<file path="src/rtl/dism_pkg.sv">
// Shared constants, result codes and table command type for the interval set block.
// No dependencies; used by the interfaces, the table and the top level.
`default_nettype none
package dism_pkg;

	localparam int CAPACITY = 16;
	localparam int DATA_W   = 16;
	localparam int IDX_W    = (CAPACITY > 1) ? $clog2(CAPACITY) : 1;
	localparam int CNT_W    = $clog2(CAPACITY + 1);
	localparam int KIND_W   = 3;
	localparam int OP_W     = 3;

	// Result kinds
	localparam logic [KIND_W-1:0] KIND_COVERED = 3'd0;
	localparam logic [KIND_W-1:0] KIND_NEW     = 3'd1;
	localparam logic [KIND_W-1:0] KIND_LEFT    = 3'd2;
	localparam logic [KIND_W-1:0] KIND_RIGHT   = 3'd3;
	localparam logic [KIND_W-1:0] KIND_JOINED  = 3'd4;
	localparam logic [KIND_W-1:0] KIND_FULL    = 3'd5;
	localparam logic [KIND_W-1:0] KIND_ENTRY   = 3'd6;
	localparam logic [KIND_W-1:0] KIND_EMPTY   = 3'd7;

	// Table update operations
	localparam logic [OP_W-1:0] OP_NONE      = 3'd0;
	localparam logic [OP_W-1:0] OP_SET_END   = 3'd1;
	localparam logic [OP_W-1:0] OP_SET_START = 3'd2;
	localparam logic [OP_W-1:0] OP_JOIN      = 3'd3;
	localparam logic [OP_W-1:0] OP_INSERT    = 3'd4;

	typedef struct packed {
		logic [OP_W-1:0]   op;
		logic [IDX_W-1:0]  idx;
		logic [DATA_W-1:0] value;
	} tbl_cmd_t;

endpackage
`default_nettype wire

</file>
<file path="src/rtl/dism_in_if.sv">
// Input channel: action and value with valid/ready handshake.
// Depends on dism_pkg for the value width.
`default_nettype none
interface dism_in_if;
	logic                        valid;
	logic                        ready;
	logic                        action;
	logic [dism_pkg::DATA_W-1:0] value;

	modport source (output valid, output action, output value, input ready);
	modport sink (input valid, input action, input value, output ready);
endinterface
`default_nettype wire

</file>
<file path="src/rtl/dism_out_if.sv">
// Result channel: kind, interval bounds, entry count and last flag with valid/ready.
// Depends on dism_pkg for field widths.
`default_nettype none
interface dism_out_if;
	logic                        valid;
	logic                        ready;
	logic [dism_pkg::KIND_W-1:0] kind;
	logic [dism_pkg::DATA_W-1:0] range_start;
	logic [dism_pkg::DATA_W-1:0] range_end;
	logic [dism_pkg::CNT_W-1:0]  entry_count;
	logic                        last;

	modport source (output valid, output kind, output range_start, output range_end,
		output entry_count, output last, input ready);
	modport sink (input valid, input kind, input range_start, input range_end,
		input entry_count, input last, output ready);
endinterface
`default_nettype wire

</file>
<file path="src/rtl/dism_table.sv">
// Interval table storage: one read port and registered set, join-shift and insert-shift.
// Depends on dism_pkg for widths, operation codes and the command struct.
`default_nettype none
module dism_table (
	input  wire logic                        clk,
	input  wire dism_pkg::tbl_cmd_t          cmd,
	input  wire logic [dism_pkg::IDX_W-1:0]  rd_idx,
	output logic      [dism_pkg::DATA_W-1:0] rd_start,
	output logic      [dism_pkg::DATA_W-1:0] rd_end
);

	logic [dism_pkg::DATA_W-1:0] start_q [dism_pkg::CAPACITY];
	logic [dism_pkg::DATA_W-1:0] end_q   [dism_pkg::CAPACITY];
	logic [dism_pkg::DATA_W-1:0] up_start [dism_pkg::CAPACITY];
	logic [dism_pkg::DATA_W-1:0] up_end   [dism_pkg::CAPACITY];
	logic [dism_pkg::DATA_W-1:0] dn_start [dism_pkg::CAPACITY];
	logic [dism_pkg::DATA_W-1:0] dn_end   [dism_pkg::CAPACITY];

	assign rd_start = start_q[rd_idx];
	assign rd_end   = end_q[rd_idx];

	for (genvar gi = 0; gi < dism_pkg::CAPACITY; gi++) begin : g_entry
		// neighbor taps for the shift paths
		if (gi < dism_pkg::CAPACITY - 1) begin : g_up
			assign up_start[gi] = start_q[gi + 1];
			assign up_end[gi]   = end_q[gi + 1];
		end else begin : g_up_top
			assign up_start[gi] = start_q[gi];
			assign up_end[gi]   = end_q[gi];
		end
		if (gi > 0) begin : g_dn
			assign dn_start[gi] = start_q[gi - 1];
			assign dn_end[gi]   = end_q[gi - 1];
		end else begin : g_dn_bot
			assign dn_start[gi] = start_q[gi];
			assign dn_end[gi]   = end_q[gi];
		end

		always_ff @(posedge clk) begin
			unique case (cmd.op)
				dism_pkg::OP_SET_END: begin
					if (cmd.idx == dism_pkg::IDX_W'(gi)) end_q[gi] <= cmd.value;
				end
				dism_pkg::OP_SET_START: begin
					if (cmd.idx == dism_pkg::IDX_W'(gi)) start_q[gi] <= cmd.value;
				end
				dism_pkg::OP_JOIN: begin
					// left neighbor takes the right end, the rest closes up by one
					if (dism_pkg::CNT_W'(gi + 1) == dism_pkg::CNT_W'(cmd.idx)) begin
						end_q[gi] <= cmd.value;
					end else if (dism_pkg::CNT_W'(gi) >= dism_pkg::CNT_W'(cmd.idx)) begin
						start_q[gi] <= up_start[gi];
						end_q[gi]   <= up_end[gi];
					end
				end
				dism_pkg::OP_INSERT: begin
					// open a slot at idx, entries above move up by one
					if (cmd.idx == dism_pkg::IDX_W'(gi)) begin
						start_q[gi] <= cmd.value;
						end_q[gi]   <= cmd.value;
					end else if (dism_pkg::CNT_W'(gi) > dism_pkg::CNT_W'(cmd.idx)) begin
						start_q[gi] <= dn_start[gi];
						end_q[gi]   <= dn_end[gi];
					end
				end
				default: begin
				end
			endcase
		end
	end

endmodule
`default_nettype wire

</file>
<file path="src/rtl/disjoint_interval_set_merge_core.sv">
// Top level of the disjoint interval set: sequencer, shared compare and result register.
// Depends on dism_pkg, dism_in_if, dism_out_if and dism_table.
//
//   channel | dir | handshake   | payload
//   req     | in  | valid/ready | action, value
//   rsp     | out | valid/ready | kind, range_start, range_end, entry_count, last
//
// An add walks the table in order with one start compare per cycle, advancing past the p
// held intervals whose start is at most value; the decide state then waits for a free
// result slot and applies the merge or the shift. A list gives n results for n held
// intervals (one empty result for an empty table), one table read per result.
// Reset clears the interval count; table contents are don't-care until written.
// A stalled rsp holds the result register; req is taken again once the sequencer idles.
`default_nettype none
module disjoint_interval_set_merge_core (
	input  wire logic clk,
	input  wire logic arst_n,
	dism_in_if.sink   req,
	dism_out_if.source rsp
);

	localparam logic [1:0] ST_IDLE   = 2'd0;
	localparam logic [1:0] ST_SCAN   = 2'd1;
	localparam logic [1:0] ST_DECIDE = 2'd2;
	localparam logic [1:0] ST_LIST   = 2'd3;

	logic [1:0]                  state_q;
	logic [dism_pkg::DATA_W-1:0] v_q;
	logic [dism_pkg::CNT_W-1:0]  p_q;
	logic [dism_pkg::CNT_W-1:0]  n_q;
	logic [dism_pkg::CNT_W-1:0]  list_i_q;
	logic [dism_pkg::DATA_W-1:0] left_start_q;
	logic [dism_pkg::DATA_W-1:0] left_end_q;

	logic                        out_valid_q;
	logic [dism_pkg::KIND_W-1:0] out_kind_q;
	logic [dism_pkg::DATA_W-1:0] out_start_q;
	logic [dism_pkg::DATA_W-1:0] out_end_q;
	logic [dism_pkg::CNT_W-1:0]  out_count_q;
	logic                        out_last_q;

	dism_pkg::tbl_cmd_t          cmd;
	logic [dism_pkg::IDX_W-1:0]  rd_idx;
	logic [dism_pkg::DATA_W-1:0] rd_start;
	logic [dism_pkg::DATA_W-1:0] rd_end;

	logic slot_free;
	logic emit;
	logic accept;
	logic start_le_v;
	logic has_left;
	logic has_right;
	logic covered;
	logic touch_left;
	logic touch_right;
	logic is_full;
	logic list_last;

	dism_table u_table (
		.clk      (clk),
		.cmd      (cmd),
		.rd_idx   (rd_idx),
		.rd_start (rd_start),
		.rd_end   (rd_end)
	);

	assign req.ready = (state_q == ST_IDLE);
	assign accept    = req.valid && req.ready;
	assign slot_free = !out_valid_q || rsp.ready;
	assign emit      = slot_free && (state_q == ST_DECIDE || state_q == ST_LIST);

	assign rd_idx = (state_q == ST_LIST) ? list_i_q[dism_pkg::IDX_W-1:0]
	                                     : p_q[dism_pkg::IDX_W-1:0];

	// shared compare used by the walk
	assign start_le_v = (rd_start <= v_q);

	assign has_left    = (p_q != '0);
	assign has_right   = (p_q < n_q);
	assign covered     = has_left && (left_end_q >= v_q);
	assign touch_left  = has_left &&
		(({1'b0, left_end_q} + 17'd1) == {1'b0, v_q});
	assign touch_right = has_right &&
		(({1'b0, v_q} + 17'd1) == {1'b0, rd_start});
	assign is_full     = (n_q == dism_pkg::CNT_W'(dism_pkg::CAPACITY));
	assign list_last   = ((list_i_q + dism_pkg::CNT_W'(1)) == n_q);

	always_comb begin
		cmd       = '0;
		cmd.op    = dism_pkg::OP_NONE;
		cmd.idx   = p_q[dism_pkg::IDX_W-1:0];
		cmd.value = v_q;
		if (state_q == ST_DECIDE && slot_free && !covered) begin
			if (touch_left && touch_right) begin
				cmd.op    = dism_pkg::OP_JOIN;
				cmd.value = rd_end;
			end else if (touch_left) begin
				cmd.op  = dism_pkg::OP_SET_END;
				cmd.idx = dism_pkg::IDX_W'(p_q - dism_pkg::CNT_W'(1));
			end else if (touch_right) begin
				cmd.op = dism_pkg::OP_SET_START;
			end else if (!is_full) begin
				cmd.op = dism_pkg::OP_INSERT;
			end
		end
	end

	always_ff @(posedge clk or negedge arst_n) begin
		if (!arst_n) begin
			state_q     <= ST_IDLE;
			n_q         <= '0;
			p_q         <= '0;
			list_i_q    <= '0;
			out_valid_q <= 1'b0;
		end else begin
			if (emit) out_valid_q <= 1'b1;
			else if (rsp.ready) out_valid_q <= 1'b0;
			unique case (state_q)
				ST_IDLE: begin
					if (accept) begin
						p_q      <= '0;
						list_i_q <= '0;
						state_q  <= req.action ? ST_LIST : ST_SCAN;
					end
				end
				ST_SCAN: begin
					// advance past every start at or below value, remember the left one
					if (has_right && start_le_v) begin
						p_q <= p_q + dism_pkg::CNT_W'(1);
					end else begin
						state_q <= ST_DECIDE;
					end
				end
				ST_DECIDE: begin
					if (slot_free) begin
						state_q <= ST_IDLE;
						if (!covered && touch_left && touch_right) begin
							n_q <= n_q - dism_pkg::CNT_W'(1);
						end else if (!covered && !touch_left && !touch_right && !is_full) begin
							n_q <= n_q + dism_pkg::CNT_W'(1);
						end
					end
				end
				ST_LIST: begin
					if (slot_free) begin
						list_i_q <= list_i_q + dism_pkg::CNT_W'(1);
						if (n_q == '0 || list_last) state_q <= ST_IDLE;
					end
				end
				default: state_q <= ST_IDLE;
			endcase
		end
	end

	// payload registers
	always_ff @(posedge clk) begin
		if (accept) v_q <= req.value;
		if (state_q == ST_SCAN && has_right && start_le_v) begin
			left_start_q <= rd_start;
			left_end_q   <= rd_end;
		end
		if (state_q == ST_DECIDE && slot_free) begin
			out_last_q <= 1'b1;
			if (covered) begin
				out_kind_q  <= dism_pkg::KIND_COVERED;
				out_start_q <= left_start_q;
				out_end_q   <= left_end_q;
				out_count_q <= n_q;
			end else if (touch_left && touch_right) begin
				out_kind_q  <= dism_pkg::KIND_JOINED;
				out_start_q <= left_start_q;
				out_end_q   <= rd_end;
				out_count_q <= n_q - dism_pkg::CNT_W'(1);
			end else if (touch_left) begin
				out_kind_q  <= dism_pkg::KIND_LEFT;
				out_start_q <= left_start_q;
				out_end_q   <= v_q;
				out_count_q <= n_q;
			end else if (touch_right) begin
				out_kind_q  <= dism_pkg::KIND_RIGHT;
				out_start_q <= v_q;
				out_end_q   <= rd_end;
				out_count_q <= n_q;
			end else if (is_full) begin
				out_kind_q  <= dism_pkg::KIND_FULL;
				out_start_q <= v_q;
				out_end_q   <= v_q;
				out_count_q <= n_q;
			end else begin
				out_kind_q  <= dism_pkg::KIND_NEW;
				out_start_q <= v_q;
				out_end_q   <= v_q;
				out_count_q <= n_q + dism_pkg::CNT_W'(1);
			end
		end else if (state_q == ST_LIST && slot_free) begin
			out_count_q <= n_q;
			if (n_q == '0) begin
				out_kind_q  <= dism_pkg::KIND_EMPTY;
				out_start_q <= '0;
				out_end_q   <= '0;
				out_last_q  <= 1'b1;
			end else begin
				out_kind_q  <= dism_pkg::KIND_ENTRY;
				out_start_q <= rd_start;
				out_end_q   <= rd_end;
				out_last_q  <= list_last;
			end
		end
	end

	assign rsp.valid       = out_valid_q;
	assign rsp.kind        = out_kind_q;
	assign rsp.range_start = out_start_q;
	assign rsp.range_end   = out_end_q;
	assign rsp.entry_count = out_count_q;
	assign rsp.last        = out_last_q;

`ifndef SYNTHESIS
	a_count_bound: assert property (@(posedge clk) disable iff (!arst_n)
		n_q <= dism_pkg::CNT_W'(dism_pkg::CAPACITY))
		else $error("interval count above capacity");

	a_list_index: assert property (@(posedge clk) disable iff (!arst_n)
		(state_q == ST_LIST && n_q != '0) |-> (list_i_q < n_q))
		else $error("list index past held entries");

	a_full_kind: assert property (@(posedge clk) disable iff (!arst_n)
		(rsp.valid && rsp.kind == dism_pkg::KIND_FULL) |->
		(rsp.entry_count == dism_pkg::CNT_W'(dism_pkg::CAPACITY)))
		else $error("drop reported on a table with room");

	a_scan_bound: assert property (@(posedge clk) disable iff (!arst_n)
		(state_q == ST_SCAN || state_q == ST_DECIDE) |-> (p_q <= n_q))
		else $error("walk pointer past held entries");
`endif

endmodule
`default_nettype wire

</file>
<file path="src/flat_wrapper.sv">
// flat-port wrapper written by rule: the top's interface ports become plain ports
module disjoint_interval_set_merge_core_flat 
  (clk, arst_n, req_valid, req_action, req_value, req_ready, rsp_valid, rsp_kind, rsp_range_start, rsp_range_end, rsp_entry_count, rsp_last, rsp_ready);
  dism_in_if req_i ();
  dism_out_if rsp_i ();
  input  wire logic clk;
  input  wire logic arst_n;
  input wire logic [$bits(req_i.valid)-1:0] req_valid;
  input wire logic [$bits(req_i.action)-1:0] req_action;
  input wire logic [$bits(req_i.value)-1:0] req_value;
  output wire logic [$bits(req_i.ready)-1:0] req_ready;
  output wire logic [$bits(rsp_i.valid)-1:0] rsp_valid;
  output wire logic [$bits(rsp_i.kind)-1:0] rsp_kind;
  output wire logic [$bits(rsp_i.range_start)-1:0] rsp_range_start;
  output wire logic [$bits(rsp_i.range_end)-1:0] rsp_range_end;
  output wire logic [$bits(rsp_i.entry_count)-1:0] rsp_entry_count;
  output wire logic [$bits(rsp_i.last)-1:0] rsp_last;
  input wire logic [$bits(rsp_i.ready)-1:0] rsp_ready;
  assign req_i.valid = req_valid;
  assign req_i.action = req_action;
  assign req_i.value = req_value;
  assign req_ready = req_i.ready;
  assign rsp_valid = rsp_i.valid;
  assign rsp_kind = rsp_i.kind;
  assign rsp_range_start = rsp_i.range_start;
  assign rsp_range_end = rsp_i.range_end;
  assign rsp_entry_count = rsp_i.entry_count;
  assign rsp_last = rsp_i.last;
  assign rsp_i.ready = rsp_ready;
  disjoint_interval_set_merge_core u_core (.clk(clk), .arst_n(arst_n), .req(req_i), .rsp(rsp_i));
endmodule
</file>
<file path="config.mk">
export PLATFORM = sky130hd
export DESIGN_NAME = disjoint_interval_set_merge_core_flat
export DESIGN_NICKNAME = d
export VERILOG_FILES = /design/src/rtl/dism_pkg.sv /design/src/rtl/dism_in_if.sv /design/src/rtl/dism_out_if.sv /design/src/rtl/dism_table.sv /design/src/rtl/disjoint_interval_set_merge_core.sv /design/src/flat_wrapper.sv
export SDC_FILE = /design/constraint.sdc
export NUM_CORES = 2
export LEC_CHECK = 0
export BUFFER_PORTS_ARGS = -buffer_cell sky130_fd_sc_hd__clkbuf_2
export CAP_MARGIN = 20
export CELL_PAD_IN_SITES_DETAIL_PLACEMENT = 0
export CELL_PAD_IN_SITES_GLOBAL_PLACEMENT = 1
export CORE_ASPECT_RATIO = 0.8
export CORE_MARGIN = 2
export CORE_UTILIZATION = 49
export CTS_CLUSTER_DIAMETER = 30
export DETAILED_ROUTE_END_ITERATION = 6
export GPL_TIMING_DRIVEN = 0
export MAX_ROUTING_LAYER = met4
export PLACE_DENSITY = 0.83
export SETUP_SLACK_MARGIN = 0.2
export SYNTH_ARGS = -nofsm -noshare
export SYNTH_HDL_FRONTEND = slang
export SYNTH_SLANG_ARGS = --single-unit
</file>
<file path="constraint.sdc">
create_clock -name clk -period 10.3 [get_ports clk]
set_input_delay 0.515 -clock clk [delete_from_list [all_inputs] [get_ports clk]]
set_output_delay 0.515 -clock clk [all_outputs]
set_load 0.01 [all_outputs]
</file>
**Yosys cells after proc, flatten, opt, wreduce, memory -nomap -nowiden**

Memory sizes are Yosys's and may differ from the RTL's.
Index checks and enable logic that the tools add are counted.

- Reduce and logical (&&, ||, !) cells: 38
- Add/sub/neg operators: 7
- Mux-type cells: 442
- Equality and inequality tests: 47
- Bitwise logic cells: 109
- Magnitude comparators: 33

Operators with widths:

| cell | number |
|---|---|
| $mux W16 | 123 |
| $mux W1 | 283 |
| $or A1 B1 Y1 | 109 |
| $mux W5 | 12 |
| $add A16 B1 Y17 const B | 2 |
| $eq A17 B16 Y1 | 2 |
| $mux W3 | 11 |
| $eq A4 B4 Y1 const A | 8 |
| $eq A4 B4 Y1 const B | 8 |
| $gt A4 B4 Y1 const A | 8 |
| $ge A4 B4 Y1 const A | 7 |
| $mux W23 | 1 |
| $pmux W5 S2 | 2 |
| $logic_and A1 B1 Y1 | 17 |
| $eq A3 B4 Y1 const A | 4 |
| $eq A4 B3 Y1 const B | 4 |
| $ge A16 B16 Y1 | 1 |
| $ge A3 B4 Y1 const A | 4 |
| $gt A3 B4 Y1 const A | 4 |
| $le A16 B16 Y1 | 1 |
| $add A5 B1 Y5 const B | 3 |
| $mux W2 | 6 |
| $mux W4 | 3 |
| $reduce_bool A2 Y1 | 5 |
| other kinds (29) | 48 |

- Bits of input ports: 21
- Bits in registers: 107
- Logic and storage cells: 691
- Output and inout bits: 43
- Memories: 2
- RAM bits: 512

Memory list:

| memory | depth | bits a word | read ports | clocked after Yosys merged registers in | wr ports | RTL line | text |
|---|---|---|---|---|---|---|---|
| u_core.u_table.end_q | 16 | 16 | 17 | 0 | 16 | dism_table.sv:13 | `logic [dism_pkg::DATA_W-1:0] end_q [dism_pkg::CAPACITY];` |
| u_core.u_table.start_q | 16 | 16 | 17 | 0 | 16 | dism_table.sv:12 | `logic [dism_pkg::DATA_W-1:0] start_q [dism_pkg::CAPACITY];` |

**Longest topological paths before layout**

An unclocked memory read counts as a cell.

- Word-level depth: 17
- Depth in mapped cells: 36
- Gate-level depth less buffers: 23

**Hierarchy**

From an unflattened synthesis, not the netlist that was laid out.

- Cell total of the unflattened synthesis: 3,210
- Area total of the unflattened synthesis: 35,854.4 µm²

Modules (own cells, without submodules):

| module | area an instance (µm²) | times used | cells an instance | seq. area each (µm²) |
|---|---|---|---|---|
| dism_table | 28,788.9 | 1 | 2,494 | 15,374.7 |
| disjoint_interval_set_merge_core | 7,065.5 | 1 | 716 | 3,113.0 |

**Worst setup path before layout**

Ideal clock, no wire load.

- Path kind: register -> register
- From: reg u_core.state_q[0]
- To: mem u_core.u_table.end_q[4][0] (netlist bit), enable pin
- Period minus slack after synthesis: 8,683 ps
- Library setup time: 447 ps
- Arrival: 8,236 ps
- Buffers on the path: 11
- Data required time: 9,853 ps
- Setup slack: 1,617 ps
- Stages on the path, launching flop included: 33
- Cells stage by stage: dfrtp_1 -> ha_1 -> buf_6 -> mux2_4 -> buf_4 -> buf_4 -> buf_4 -> clkbuf_1 -> clkbuf_1 -> buf_1 -> nand2_1 -> and3_1 -> a311oi_1 -> a311oi_1 -> a31o_2 -> ha_1 -> a31oi_1 -> nand2_1 -> a2111o_1 -> nor2_4 -> buf_6 -> nand2_1 -> inv_1 -> buf_2 -> ha_1 -> clkbuf_1 -> nand2b_1 -> o21ba_2 -> and3_1 -> a31o_2 -> and2_1 -> clkbuf_1 -> o311ai_0

RTL lines:

| what | RTL line | text |
|---|---|---|
| from (decl) | disjoint_interval_set_merge_core.sv:27 | `logic [1:0] state_q;` |
| from (signal assigned) | disjoint_interval_set_merge_core.sv:123 | `state_q <= req.action ? ST_LIST : ST_SCAN;` |
| to (decl) | dism_table.sv:13 |  |

==> results.sh <==
export IMPL_status="finished clean"
export IMPL_drc_errors=0
export IMPL_cp_end_kind="register"
export IMPL_ys_top_cells_by_count="edfxtp_1, nand2_1, mux2i_1, nand3_1, o21ai_0"
export IMPL_multi_input_area_um2=18840
export IMPL_fin_crit_sh=0.9887
export IMPL_hold_path_class="in2reg"
export IMPL_finalSetupViolations=0
export IMPL_yosysTopAreaCellShare=0.4662
export IMPL_seq_area_um2=18490
export IMPL_n_fill_cell=6639
export IMPL_antenna_found_initial=12
export IMPL_cts_tree="done"
export IMPL_cp_common_cell="buf_4"
export IMPL_routed_wl_um=186300
export IMPL_synth_most_common_cell="edfxtp_1"
export IMPL_hpwlAfterDp_um=139900
export IMPL_cts_clk_slew_worst_paths_ns=0.04
export IMPL_grt_max_degree=38
export IMPL_min_period_ns=10.18
export IMPL_yosys_top_cells_area="edfxtp_1, mux2i_1, nand2_1, mux2_2, nand3_1"
export IMPL_worst_pin_slew_ns=1.336
export IMPL_avgSynthCellArea_um2=10.54
export IMPL_area_growth_pct=22.09
export IMPL_synth_cells=3668
export IMPL_die_area_um2=81140
export IMPL_intPower_uw=9492
export IMPL_cts_buffers=142
export IMPL_holdWs_ns=0.08079
export IMPL_grt_pass1_vias=33711
export IMPL_grt_usage=0.4636
export IMPL_die_y_um=255.2
export IMPL_rows=92
export IMPL_fp_coreArea_um2=78390
export IMPL_cp_slowest_cell="clkdlybuf4s15_1"
export IMPL_power_density_nw_per_um2=335.2
export IMPL_power_frac_comb=0.374
export IMPL_tns_ns=0
export IMPL_place_gp_congestion=1.096
export IMPL_ant_nets=0
export IMPL_fmax_mhz=98.19
export IMPL_clockBufferDepth=3
export IMPL_wire_per_inst_um=36.12
export IMPL_cts_root_buf="clkbuf_16"
export IMPL_slew_headroom=0.1025
export IMPL_start_util=0.4930
export IMPL_p_leak_uw=0.01821
export IMPL_critical_path_class="reg2reg"
export IMPL_peakVddDrop_uv=182.2
export IMPL_drive_gt1_frac=0.2106
export IMPL_switchingPower_uw=6322
export IMPL_crit_arrival_ns=10.63
export IMPL_port_buffers=63
export IMPL_rsz0062_at_grt="no"
export IMPL_start_kind="register"
export IMPL_synthDistinctLibCells=95
export IMPL_h_tree_depth=4
export IMPL_vias=36596
export IMPL_grt_first_pass_wirelength_um=255600
export IMPL_finalNetCount=4058
export IMPL_maxSlewViolCount=0
export IMPL_hold_viol=0
export IMPL_yosysWarnings=0
export IMPL_fin_ws_ns=0.1160
export IMPL_netlist_area_um2=38640
export IMPL_die_w_um=318.0
export IMPL_syn_num_nets=3738
export IMPL_insertion_delay_ns=0.76
export IMPL_dr_pass1_iters=7
export IMPL_pre_cts_ws_ns=-1.705
export IMPL_clock_sinks=619
export IMPL_required_ns=10.74
export IMPL_cap_violations=0
export IMPL_ys_flop_type="edfxtp_1"
export IMPL_cp_slowest_stage_delay_ns=0.89
export IMPL_synth_edf_count=600
export IMPL_drt_iter0_markers=6843
export IMPL_ios=64
export IMPL_fin_skew_ns=0.03615
export IMPL_pwr_share_seq=0.314
export IMPL_p_sw_frac=0.3998
export IMPL_p_clk_frac=0.312
export IMPL_synthArstFlopShare=0.02908
export IMPL_path_max_fanout=10
export IMPL_yosysSeqAreaShare=0.4784
export IMPL_routed_via_density=7.096
export IMPL_synth_area_leader_cell="edfxtp_1"
export IMPL_grt_ovfl_total=0
export IMPL_ys_seq_elements=619
[cells in the final DEF, fill, tap and decap left out, drive strengths merged, types with 130 or more instances in the layout]
cell / count
clkbuf: 401
mux2: 189
nand2: 492
o21ai: 227
a21oi: 184
nor2: 130
nand3: 247
mux2i: 281
edfxtp: 600
buf: 258
[final timing paths]
path	end	from	slack, ns	depth (start not counted)
max in group asynchronous	u_core.n_q[4]	arst_n	9.66	2
worst max register to register	u_core.u_table.end_q[13][11]	u_core.state_q[0]	0.12	30
min in group asynchronous	u_core.state_q[0]	arst_n	0.30	2
worst max-delay path	u_core.u_table.end_q[13][11]	u_core.state_q[0]	0.12	30
worst min register to register	u_core.rsp.last	u_core.rsp.last	0.49	1
worst min-delay path	u_core.state_q[1]	req_action	0.08	3
[worst max-delay path: cells and delay by family (launching register included)]
family	cells	cell delay [ns]
AOI/OAI and AO/OA	6	2.13
buffers and inverters	11	3.46
and+or+nand+nor	8	1.70
DFF	1	0.39
adders and majority gates	3	0.84
muxes	2	1.32
[area by class of cell]
type	count	area share
diodes	16	0.0008487
plain buffers	340	0.03427
clock buffers	161	0.07863
clock inverters	102	0.02970
inverters	43	0.003501
multi-input cells	2665	0.3994
flip-flops and latches	619	0.3919
well taps	1034	0.02742
repair buffers	177	0.03440
[state kept, by name (all words and copies together) (netlist names), 3 cells and up]
register and flops:
u_core.u_table.start_q 256, u_core.left_start_q 16, u_core.v_q 16, u_core.left_end_q 16, u_core.rsp.range_end 16, u_core.u_table.end_q 256, u_core.rsp.entry_count 5, u_core.n_q 5
u_core.rsp.range_start 16, u_core.rsp.kind 3, u_core.list_i_q 5, u_core.p_q 5
[per-layer routing]
layer,wire length [µm],track usage,vias to the layer above
met1,68600,0.5747,17949
met4,13160,0.2759,0
met5,0,-,-
met2,76170,0.6388,3134
li1,-,-,14859
met3,28350,0.1808,654
[logic make-up after synthesis]
kind of cell,count (synthesis),share of synthesized area
and+or+nand+nor,1186,0.1447
AOI/OAI and AO/OA,879,0.1603
DFF,619,0.4784
muxes,496,0.1434
buffers and inverters,384,0.04481
xor gates and xnor gates,55,0.01247
adders and majority gates,49,0.01587
[stage by stage]
stage | cells | utilization | power (µW) | instance area, µm²
2_1_floorplan | 3668 | - | 7908 | 38640
3_5_place_dp | 4824 | 0.5267 | 10430 | 41290
3_3_place_gp | 4765 | 0.5135 | 10170 | 40250
4_1_cts | 5121 | 0.5982 | 15410 | 46900
6_report | 5157 | 0.6018 | 15810 | 47180
5_1_grt | 5149 | 0.6016 | 16180 | 47160
[timing repair]
item / CTS / global route
pin swaps: 5 / 4
resized for setup: 40 / 30
endpoints found under the setup margin: 1024 / 796
buffers inserted: 18 / 10
endpoints found under the hold margin: 34 / 0
hold buffers: 17 / 0
[power groups by stage]
stage	combinational (µW)	clock, µW	sequential [µW]
after floorplan	3270	0	4640
after global placement	5170	0	4990
after detailed placement	5470	0	4960
after CTS	5580	4910	4920
after global routing	6140	5040	5000
final	5910	4930	4970
(Power assumes the default switching activity.)
